===== config.mk =====
export PLATFORM = sky130hd
export DESIGN_NAME = ordered_queue_with_keyed_removal
export DESIGN_NICKNAME = d
export VERILOG_FILES = /design/src/rtl/core/oqkr_pkg.sv /design/src/rtl/core/oqkr_cell.sv /design/src/rtl/core/oqkr_first_match.sv /design/src/rtl/core/ordered_queue_with_keyed_removal.sv
export SDC_FILE = /design/constraint.sdc
export NUM_CORES = 1
export LEC_CHECK = 0
export BUFFER_PORTS_ARGS = -buffer_cell sky130_fd_sc_hd__buf_2
export CAP_MARGIN = 5
export CORE_ASPECT_RATIO = 0.9
export CORE_MARGIN = 2
export CORE_UTILIZATION = 50
export DETAILED_ROUTE_END_ITERATION = 8
export PLACE_DENSITY = 0.66
export SLEW_MARGIN = 40
export SYNTH_ARGS = -nofsm -noshare
export SYNTH_HDL_FRONTEND = slang
export SYNTH_SLANG_ARGS = --single-unit

===== constraint.sdc =====
create_clock -name i_clk -period 4.1 [get_ports i_clk]
set_input_delay 0.41 -clock i_clk [delete_from_list [all_inputs] [get_ports i_clk]]
set_output_delay 0.41 -clock i_clk [all_outputs]
set_load 0.05 [all_outputs]

===== src/rtl/core/oqkr_pkg.sv =====
// ----------------------------------------------------------------------------
// oqkr_pkg
// Shared types and codes for the ordered queue with keyed removal: the
// operation and status codes, the beat structs of both channels and the
// sequencer states.
// ----------------------------------------------------------------------------
package oqkr_pkg;

    // Operation codes carried by an input beat
    typedef enum logic [1:0] {
        OP_ENQ    = 2'd0,
        OP_DEQ    = 2'd1,
        OP_FIND   = 2'd2,
        OP_REMOVE = 2'd3
    } t_op;

    // Status codes carried by a result beat
    typedef enum logic [1:0] {
        STS_OK        = 2'd0,
        STS_EMPTY     = 2'd1,
        STS_FULL      = 2'd2,
        STS_NOT_FOUND = 2'd3
    } t_status;

    // Input beat
    typedef struct packed {
        t_op         op;
        logic [15:0] handle_value;
    } t_in_item;

    // Result beat
    typedef struct packed {
        t_status     status;
        logic [15:0] out_value;
        logic [3:0]  match_position;
        logic [4:0]  occupancy;
    } t_out_item;

    // Per-cell controls for one cycle
    typedef struct packed {
        logic load;
        logic shift;
    } t_cell_ctl;

    // Operation sequencer
    typedef enum logic [1:0] {
        ST_IDLE   = 2'd0,
        ST_SEARCH = 2'd1,
        ST_APPLY  = 2'd2
    } t_state;

endpackage


===== src/rtl/core/oqkr_cell.sv =====
// ----------------------------------------------------------------------------
// oqkr_cell
// One queue slot: holds a value, loads a new value on append, takes its
// neighbour's value when the queue closes up, and compares against the key.
// ----------------------------------------------------------------------------
module oqkr_cell
    import oqkr_pkg::*;
#(
    parameter int VALUE_BITS = 16
) (
    input  logic                  i_clk,
    input  t_cell_ctl             i_ctl,
    input  logic [VALUE_BITS-1:0] i_key,
    input  logic [VALUE_BITS-1:0] i_next,
    output logic [VALUE_BITS-1:0] o_value,
    output logic                  o_hit
);

    logic [VALUE_BITS-1:0] r_value;

    // Slot storage: append has priority, else close up from the tail side
    always_ff @(posedge i_clk) begin
        if (i_ctl.load) begin
            r_value <= i_key;
        end else if (i_ctl.shift) begin
            r_value <= i_next;
        end
    end

    assign o_value = r_value;
    assign o_hit   = (r_value == i_key);

endmodule


===== src/rtl/core/oqkr_first_match.sv =====
// ----------------------------------------------------------------------------
// oqkr_first_match
// Finds the hit nearest the head: a log-depth prefix OR marks every slot at
// or after the first hit, and the edge of that mask gives its position.
// ----------------------------------------------------------------------------
module oqkr_first_match
    import oqkr_pkg::*;
#(
    parameter int DEPTH = 16
) (
    input  logic [DEPTH-1:0]         i_hits,
    output logic                     o_found,
    output logic [$clog2(DEPTH)-1:0] o_pos,
    output logic [DEPTH-1:0]         o_from
);

    localparam int IDX_W  = $clog2(DEPTH);
    localparam int LEVELS = $clog2(DEPTH);

    logic [DEPTH-1:0] prefix;
    logic [DEPTH-1:0] first;

    // Prefix OR toward the tail, doubling the span each level
    always_comb begin
        prefix = i_hits;
        for (int k = 0; k < LEVELS; k++) begin
            prefix = prefix | (prefix << (1 << k));
        end
    end

    // One-hot first hit, then encode its index
    always_comb begin
        first = prefix & ~(prefix << 1);
        o_pos = '0;
        for (int i = 0; i < DEPTH; i++) begin
            if (first[i]) begin
                o_pos = o_pos | IDX_W'(i);
            end
        end
    end

    assign o_found = |i_hits;
    assign o_from  = prefix;

endmodule


===== src/rtl/core/ordered_queue_with_keyed_removal.sv =====
// ----------------------------------------------------------------------------
// ordered_queue_with_keyed_removal
// Bounded ordered queue of handle values with append, head removal, search
// and removal of the first match, built as a row of shifting slots.
// ----------------------------------------------------------------------------
// Usage:
//   Input channel (i_in_valid / o_in_ready / i_in_data) takes one operation
//   per beat: enqueue, dequeue head, find value or remove value. The result
//   channel (o_out_valid / i_out_ready / o_out_data) returns one beat per
//   operation, in order, with status, dequeued value, match position and
//   the occupancy after the operation.
//   Sequence: an accepted operation has its beat latched, then its slot
//   compares registered, then its first hit found and the row updated,
//   with the result register loaded in the same step once that register
//   is free. A new operation is taken only after the previous one has
//   updated the row; this is set by the three-step sequencer shared by
//   the whole row of slots.
//   Stall: a finished result waits in the output register while the next
//   operation is accepted and searched; the update step holds until the
//   register is free or being taken.
//   Reset: i_rst_n (synchronous, active low) empties the queue and drops any
//   pending result. Slot contents are not cleared; only held slots are read.
// ----------------------------------------------------------------------------
module ordered_queue_with_keyed_removal
    import oqkr_pkg::*;
#(
    parameter int DEPTH      = 16,
    parameter int VALUE_BITS = 16
) (
    input  logic      i_clk,
    input  logic      i_rst_n,
    input  logic      i_in_valid,
    output logic      o_in_ready,
    input  t_in_item  i_in_data,
    output logic      o_out_valid,
    input  logic      i_out_ready,
    output t_out_item o_out_data
);

    localparam int IDX_W  = $clog2(DEPTH);
    localparam int CNT_W  = $clog2(DEPTH + 1);
    localparam int KEEP_W = (VALUE_BITS < 16) ? VALUE_BITS : 16;

    t_state                r_state, n_state;
    logic [CNT_W-1:0]      r_count, n_count;
    t_op                   r_op;
    logic [VALUE_BITS-1:0] r_key;
    logic [DEPTH-1:0]      r_match;
    logic                  r_out_valid;
    t_out_item             r_out, n_out;

    logic                  in_go;
    logic                  apply_go;
    logic                  is_full;
    logic                  is_empty;
    logic                  found;
    logic [IDX_W-1:0]      pos;
    logic [DEPTH-1:0]      from;
    logic [DEPTH-1:0]      hits;
    logic [DEPTH-1:0]      live;
    logic [VALUE_BITS-1:0] cell_value [DEPTH];
    t_cell_ctl             cell_ctl   [DEPTH];

    assign in_go    = i_in_valid && o_in_ready;
    assign is_full  = (r_count == CNT_W'(DEPTH));
    assign is_empty = (r_count == '0);

    // Row of slots; each hands its value to the slot nearer the head
    for (genvar g = 0; g < DEPTH; g++) begin : g_cell
        logic [VALUE_BITS-1:0] next_value;

        if (g == DEPTH - 1) begin : g_tail
            assign next_value = r_key;
        end else begin : g_body
            assign next_value = cell_value[g+1];
        end

        assign live[g] = (CNT_W'(g) < r_count);

        always_comb begin
            cell_ctl[g].load  = apply_go && (r_op == OP_ENQ) && !is_full &&
                                (r_count == CNT_W'(g));
            cell_ctl[g].shift = apply_go &&
                                (((r_op == OP_DEQ) && !is_empty) ||
                                 ((r_op == OP_REMOVE) && found && from[g]));
        end

        oqkr_cell #(
            .VALUE_BITS (VALUE_BITS)
        ) u_cell (
            .i_clk   (i_clk),
            .i_ctl   (cell_ctl[g]),
            .i_key   (r_key),
            .i_next  (next_value),
            .o_value (cell_value[g]),
            .o_hit   (hits[g])
        );
    end

    // First hit among the held slots
    oqkr_first_match #(
        .DEPTH (DEPTH)
    ) u_first_match (
        .i_hits  (r_match),
        .o_found (found),
        .o_pos   (pos),
        .o_from  (from)
    );

    // Sequencer: next state, handshake and result
    always_comb begin
        n_state    = r_state;
        n_count    = r_count;
        apply_go   = 1'b0;
        o_in_ready = 1'b0;
        n_out      = '0;
        n_out.status = STS_OK;

        case (r_op)
            OP_ENQ: begin
                if (is_full) begin
                    n_out.status = STS_FULL;
                end else begin
                    n_count = r_count + CNT_W'(1);
                end
            end
            OP_DEQ: begin
                if (is_empty) begin
                    n_out.status = STS_EMPTY;
                end else begin
                    n_out.out_value = 16'(cell_value[0]);
                    n_count         = r_count - CNT_W'(1);
                end
            end
            OP_FIND: begin
                if (found) begin
                    n_out.match_position = 4'(pos);
                end else begin
                    n_out.status = STS_NOT_FOUND;
                end
            end
            OP_REMOVE: begin
                if (found) begin
                    n_count = r_count - CNT_W'(1);
                end else begin
                    n_out.status = STS_NOT_FOUND;
                end
            end
            default: begin
                n_out.status = STS_OK;
            end
        endcase
        n_out.occupancy = 5'(n_count);

        case (r_state)
            ST_IDLE: begin
                o_in_ready = 1'b1;
                if (i_in_valid) begin
                    n_state = ST_SEARCH;
                end
            end
            ST_SEARCH: begin
                n_state = ST_APPLY;
            end
            ST_APPLY: begin
                if (!r_out_valid || i_out_ready) begin
                    apply_go = 1'b1;
                    n_state  = ST_IDLE;
                end
            end
            default: begin
                n_state = ST_IDLE;
            end
        endcase

        if (!apply_go) begin
            n_count = r_count;
        end
    end

    // Control registers
    always_ff @(posedge i_clk) begin
        if (!i_rst_n) begin
            r_state     <= ST_IDLE;
            r_count     <= '0;
            r_out_valid <= 1'b0;
        end else begin
            r_state <= n_state;
            r_count <= n_count;
            if (apply_go) begin
                r_out_valid <= 1'b1;
            end else if (i_out_ready) begin
                r_out_valid <= 1'b0;
            end
        end
    end

    // Payload registers: accepted beat, masked compares, result
    always_ff @(posedge i_clk) begin
        if (in_go) begin
            r_op  <= i_in_data.op;
            r_key <= VALUE_BITS'(i_in_data.handle_value[KEEP_W-1:0]);
        end
        if (r_state == ST_SEARCH) begin
            r_match <= hits & live;
        end
        if (apply_go) begin
            r_out <= n_out;
        end
    end

    assign o_out_valid = r_out_valid;
    assign o_out_data  = r_out;

    // Checks
    a_count_bound: assert property (@(posedge i_clk) disable iff (!i_rst_n)
        r_count <= CNT_W'(DEPTH))
        else $error("occupancy beyond depth");

    a_accept_search: assert property (@(posedge i_clk) disable iff (!i_rst_n)
        in_go |=> (r_state == ST_SEARCH))
        else $error("accepted beat not searched");

    a_fail_keeps: assert property (@(posedge i_clk) disable iff (!i_rst_n)
        (apply_go && (n_out.status != STS_OK)) |=> $stable(r_count))
        else $error("failed operation changed occupancy");

    a_enq_grows: assert property (@(posedge i_clk) disable iff (!i_rst_n)
        (apply_go && (r_op == OP_ENQ) && (n_out.status == STS_OK))
        |=> (r_count == $past(r_count) + CNT_W'(1)))
        else $error("append did not grow queue");

endmodule


# After elaboration in Yosys (flattened, before gate mapping)
# Index checks and enable logic that the tools add are counted.
[totals]
reg_bits = 325
in_bits = 22
output_inout_bits = 29
elab_cells = 252
[classes]
addsub = 2
n_lt_le_gt_ge = 16
eq_ne = 39
n_mux = 63
bitwise_logic = 8
n_reduce_logical = 98
[ops]
columns = ["cell", "n"]
rows = [
  ["two-way mux 16 bit", 32],
  ["equality test 16 bit", 16],
  ["bitwise OR 16 bit", 4],
  ["logical AND 1 bit", 53],
  ["equality test 5 x 4 -> 1 bit (second input constant)", 8],
  ["less-than comparator 4 x 5 -> 1 bit (first input constant)", 8],
  ["nonzero test 2 bit", 17],
  ["AND 16 bit", 2],
  ["two-way mux 4 bit", 8],
  ["equality test 5 x 3 -> 1 bit (second input constant)", 4],
  ["less-than comparator 3 x 5 -> 1 bit (first input constant)", 4],
  ["logical OR 1 bit", 17],
  ["inverter 16 bit", 1],
  ["OR reduction 16 bit", 1],
  ["two-way mux 5 bit", 3],
  ["one-hot mux 5 bit (3 select lines)", 1],
  ["two-way mux 2 bit", 6],
  ["two-way mux 3 bit", 4],
  ["one-hot mux 2 bit (3 select lines)", 2],
  ["equality test 5 x 2 -> 1 bit (second input constant)", 2],
  ["less-than comparator 1 x 5 -> 1 bit (first input constant)", 2],
  ["less-than comparator 2 x 5 -> 1 bit (first input constant)", 2],
  ["two-way mux 1 bit", 7],
  ["equality test 2 bit (second input constant)", 3],
  ["12 further kinds", 19],
]

# Longest topological paths before layout
[logic_depth]
word_depth = 21
ltp_mapped = 11
mapped_depth_nobuf = 7

# By module
# From an unflattened synthesis, not the netlist that was laid out.
[hier_totals]
hier_cells = 1215
hier_area_um2 = 17919.7
[by_module_without_submodules]
columns = ["module", "instances", "cells_each", "area_per_inst_um2", "seq_area_each_um2"]
rows = [
  ["oqkr_cell", 16, 56, 900.9, 480.5],
  ["ordered_queue_with_keyed_removal", 1, 278, 3218.1, 1991.9],
  ["oqkr_first_match", 1, 41, 287.8, 0.0],
]

# Worst setup path before layout
# Ideal clock, no wire load.
[synth_timing]
kind = "reg2reg"
from = "register r_count[0]"
to = "register g_cell[15].u_cell.r_value[0] (enable)"
setup_time_ns = 0.411
arrival_ns = 3.107
required_ns = 3.689
slack_ns = 0.581
path_stages_with_launch = 10
path_buffers = 2
synth_period_minus_slack_ns = 3.519
path_cell_list = "dfxtp_1 -> clkbuf_1 -> inv_1 -> ha_1 -> clkbuf_1 -> nand4bb_1 -> nand4_2 -> nor3_1 -> inv_1 -> o21ai_0"
[synth_between]
elab_chain_cells = 6
elab_cells_between_ends = 11
classes_between = "eq/ne: 2; reduce/logical: 9"
[synth_lines]
columns = ["item", "line_no", "text"]
rows = [
  ["from (decl)", "ordered_queue_with_keyed_removal.sv:45", "logic [CNT_W-1:0] r_count, n_count;"],
  ["from (signal assigned)", "ordered_queue_with_keyed_removal.sv:189", "r_count <= n_count;"],
  ["logical NOT 5 bit", "ordered_queue_with_keyed_removal.sv:66", "assign is_empty = (r_count == '0);"],
  ["logical NOT 1 bit", "ordered_queue_with_keyed_removal.sv:84", "(((r_op == OP_DEQ) && !is_empty) ||"],
  ["logical AND 1 bit", "ordered_queue_with_keyed_removal.sv:84", ""],
  ["logical OR 1 bit", "ordered_queue_with_keyed_removal.sv:84", ""],
  ["logical AND 1 bit", "ordered_queue_with_keyed_removal.sv:83", "cell_ctl[g].shift = apply_go &&"],
  ["nonzero test 2 bit (no line) *", "n/a", ""],
  ["to (signal assigned)", "oqkr_cell.sv:24", "r_value <= i_key;"],
  ["to (signal assigned)", "oqkr_cell.sv:26", "r_value <= i_next;"],
  ["to (decl)", "oqkr_cell.sv:19", "logic [VALUE_BITS-1:0] r_value;"],
]
# Every way passes the cells marked *; elsewhere a longest branch is shown, timed or not.
# A chain may end at the register's enable or synchronous reset.

# Worst setup path after layout
[layout_timing]
from = "register r_count[0]"
to = "register g_cell[2].u_cell.r_value[1] (enable)"
[layout_between]
elab_chain_cells = 6
elab_cells_between_ends = 11
classes_between = "eq/ne: 2; reduce/logical: 9"
[layout_lines]
columns = ["item", "line_no"]
rows = [
  ["logical NOT 5 bit", "ordered_queue_with_keyed_removal.sv:66"],
  ["logical NOT 1 bit", "ordered_queue_with_keyed_removal.sv:84"],
  ["logical AND 1 bit", "ordered_queue_with_keyed_removal.sv:84"],
  ["logical OR 1 bit", "ordered_queue_with_keyed_removal.sv:84"],
  ["logical AND 1 bit", "ordered_queue_with_keyed_removal.sv:83"],
  ["nonzero test 2 bit (no line) *", "n/a"],
  ["to (signal assigned)", "oqkr_cell.sv:24"],
  ["to (signal assigned)", "oqkr_cell.sv:26"],
  ["to (decl)", "oqkr_cell.sv:19"],
]
# Marked as above.

==> results by stage <==
Outcome:
- The run finished with clean final reports.

Die:
- The initialized floorplan defines 63 standard-cell rows.
- 51 I/O pins were placed.
- The die is ~200 microns wide.
- The die covers 0.0353 sq mm.
- The initial standard-cell utilization of the core is 51.0%.
- The height of the chip is around 180 microns.
- The standard cell core area is 0.0331 sq mm.

Power:
- VDD sags by at most approximately 350 uV.
- Summed over all cells, the static leakage comes to 0.00623 uW.
- Dividing total power by cell area gives a power density of a little under 400 mW/mm^2.

Synth:
- After synthesis, the share of cell area in mux cells is 16.1%.
- During synthesis, Yosys emitted a total of 0 warnings.
- The register bit total from synthesis is around 330.
- After technology mapping, the gate count stands at 1229.
- By area the synthesized netlist is led by sky130_fd_sc_hd__edfxtp_1, sky130_fd_sc_hd__mux2_2, sky130_fd_sc_hd__xor2_1, sky130_fd_sc_hd__xnor2_1, sky130_fd_sc_hd__nor4_1.
- The biggest area contributor in the post-synthesis netlist is sky130_fd_sc_hd__edfxtp_1.
- Summing every instance area after synthesis gives 0.0169 sq mm.
- The most used standard cell by instance count after synthesis is sky130_fd_sc_hd__edfxtp_1.
- Of all flip-flops after synthesis, the portion carrying an async set or reset was 0%.
- After synthesis, the largest family of logic cells by area is multiplexers.
- In the synthesized netlist, the cells that appear most often are sky130_fd_sc_hd__edfxtp_1, sky130_fd_sc_hd__mux2_2, sky130_fd_sc_hd__xor2_1.
- The xor-xnor portion of the synthesized cell area is 13.5%.
- Of the post-synthesis cell area, the dominant cell type holds a little under three fifths.
- The count of distinct cell types in the synthesized netlist is 53.
- The synthesized netlist devotes 7.17% of its cell area to simple gates.
- For this run, the register share of the synthesized area comes to a little under three fifths.
- The average instance in the mapped netlist occupies 13.7 sq um.
- Summing the areas of all compound-gate instances in the mapped netlist gives 2.82% of the synthesized area.
- In the synthesized netlist the dominant register cell turns out to be sky130_fd_sc_hd__edfxtp_1.
- When the netlist entered floorplanning its net count stood at 1256.
- The count of flip-flops with a built-in enable after synthesis is 317.
- The arithmetic-cell share of the synthesized area counting full adders, half adders and majority gates is less than 1%.

Route:
- The first-pass iteration count of the detailed router is 5.
- The number of vias after detailed routing is 9871.
- The post-route DRC violation count is 0.
- The routed wire length per instance is ~23 microns.
- Once detail routing completed, the nets flagged for antenna violations numbered 0.
- In the routed layout, each cell is associated on average with a via count of 5.75.
- The DRC violation total after the first TritonRoute iteration is around 800.
- For this block, the routed nets add up to around 39000 microns of wire.

Placed design:
- Port buffering added 50 buffers.
- The final weighted congestion in routability-driven placement is 0.921.
- The final HPWL from detailed placement is ~26000 microns.
- The placed instances occupy a cell area of around 0.018 sq mm.

Timing:
- Static timing analysis puts the maximum clock frequency at 304 MHz.
- In the final timing run, aggregate negative setup slack is 0 ns.
- The number of pins exceeding their max-slew limit in the final report is 0.
- After layout, the worst path uses between 80% and 90% of the clock period.
- The worst pin sits at a relative slew slack of 42.0%.
- The total of endpoints with negative setup slack in the final report is 0.
- For the pin with the worst max-slew slack, the measured transition is 0.870 ns.
- The final number of hold-violating endpoints came to 0.
- Setup repair after global routing left no endpoint under its margin.
- For the finished layout, the period the worst path requires is approximately 3.3 ns.
- Across the routed clock network, the largest skew measured is about 0.020 ns.

Global route:
- The first global-routing pass estimated 60400 microns of wire.
- The initial antenna violation count was 0.
- Global routing finished with a remaining overflow of 0.
- The total track usage is between 20% and 30%.
- The via count of the first global-routing pass is 10200.
- Entering global routing, the biggest net connects 33 pins.

CTS:
- The count of H-tree levels built during CTS is 2.
- The CTS clock-pin slew for the worst setup and hold paths is ~0.060 ns.
- The setup fix buffers added after clock tree synthesis is 0.
- In this run the deepest clock path goes through 3 buffers.
- Clock latency on the worst-skew pair, taken at its later pin, is 0.53 ns.
- In this run the clock root is driven by a sky130_fd_sc_hd__clkbuf_16.
- The total clock buffers created by CTS is 36.
- The number of sinks on the clock net is around 330.
- For this design, the CTS-stage hold fixing added 0 buffers.
- The number of gates resized after CTS is 0.
- TritonCTS built the clock tree.

Worst setup path:
- Data on the critical path arrives at its endpoint at 3.51 ns.
- The required time of the critical path is 4.32 ns.
- The maximum fanout encountered on the critical timing path is 17.
- In this run the critical register-to-register path is captured at g_cell[2].u_cell.o_value[1].
- The count of cells along the worst register-to-register path is 8.
- The most critical setup path has its startpoint at r_count[0].
- The worst setup path is of the register to register kind.
- The category of the worst setup path launch point is a register.
- The worst register-to-register path begins at r_count[0].
- STA classifies the critical path endpoint as a register.
- In this run the worst setup path terminates at g_cell[2].u_cell.o_value[1].
- The minimum setup slack among reg-to-reg paths is 0.81 ns.

Finish:
- 0 antenna diodes ended up in the layout.
- The number of nets at the end of the flow is 1298.
- The post-route cell area is 0.0187 sq mm.
- The proportion of layout cells with a drive suffix above 1 is a little over 30%.
- The area growth from synthesis to layout is 11.0%.

Run:
- The tool flagged a number of max-cap violations equal to 0.

Worst hold path:
- In this run the worst hold path is classified as input pin to register.
==> registers in the layout, indices dropped and copies added (netlist names) <==
name and cells:
r_match 16, o_out_valid 1, r_state 2, g_cell.u_cell.o_value 256
r_op 2, o_out_data 27, r_count 5, g_cell.next_value 16
==> critical path, cell delays in order, from the launching register on <==
cell and delay [ns]:
sky130_fd_sc_hd__dfxtp_1 0.61, sky130_fd_sc_hd__inv_1 0.19, sky130_fd_sc_hd__ha_1 0.25, sky130_fd_sc_hd__nand4bb_1 0.19
sky130_fd_sc_hd__nand4_2 0.26, sky130_fd_sc_hd__nor4_2 0.40, sky130_fd_sc_hd__nand2_1 0.56, sky130_fd_sc_hd__o21ai_1 0.23
sky130_fd_sc_hd__buf_4 0.29
==> worst min path at each step <==
stage | startpoint | end | slack (ns) | cells past startpoint
after floorplan | g_cell[15].next_value[0] | g_cell[15].u_cell.o_value[0] | 0.42 | 0
after global placement | r_state[1] | o_out_valid | 0.54 | 2
after detailed placement | g_cell[0].u_cell.o_value[3] | o_out_data[12] | 0.56 | 1
after CTS | i_in_data[5] | g_cell[15].next_value[5] | 0.03 | 1
after global routing | i_in_data[13] | g_cell[15].next_value[13] | 0.04 | 1
final | i_in_data[13] | g_cell[15].next_value[13] | 0.05 | 1
==> power by group <==
part           internal (uW)  switching, uW  total, uW
clock network           1780           1300       3080
registers               3680           60.8       3740
logic                    174            317        490
==> final cells by class <==
type | count | area, sq um
Clock buffer | 45 | 956
Clock inverter | 18 | 138
Fill cell | 2705 | 14400
Inverter | 10 | 37.5
Multi-Input combinational cell | 795 | 6760
Sequential cell | 325 | 9680
Tap cell | 422 | 528
Timing Repair Buffer | 103 | 648
==> cell usage in the layout, fill, tap and decap left out, types with 32 or more instances in the layout <==
master	count
sky130_fd_sc_hd__buf_2	50
sky130_fd_sc_hd__buf_4	53
sky130_fd_sc_hd__clkbuf_16	37
sky130_fd_sc_hd__edfxtp_1	317
sky130_fd_sc_hd__mux2_2	240
sky130_fd_sc_hd__nand4_1	32
sky130_fd_sc_hd__nor2_1	33
sky130_fd_sc_hd__nor4_1	43
sky130_fd_sc_hd__xnor2_1	113
sky130_fd_sc_hd__xor2_1	148
==> routing by layer <==
layer	track usage, %	wire length, microns	up-vias
li1	-	-	4618
met1	31.7	18000	4959
met2	37.3	18400	222
met3	2.91	1510	72
met4	7.08	959	0
met5	0	0	-
==> metrics by stage <==
stage                     hold slack, ns  cells  setup WS [ns]  util, %  total power (uW)
after detailed placement           0.561   1655          0.838     53.3              4290
after floorplan                    0.424   1229          0.581        -              4130
after CTS                         0.0331   1718          0.807     56.6              7360
after global placement             0.539   1655          0.889     53.3              4290
final                             0.0509   1718          0.806     56.6              7310
after global routing              0.0379   1718          0.512     56.6              7510
==> logic make-up after synthesis <==
kind of cell             Yosys count
XOR/XNOR                         261
AO/OA/AOI/OAI                     72
flip-flops                       325
adder cells (fa/ha/maj)            5
buffers and inverters            109
multiplexers                     241
AND/OR/NAND/NOR                  216
Power figures use the tool's default switching activity.
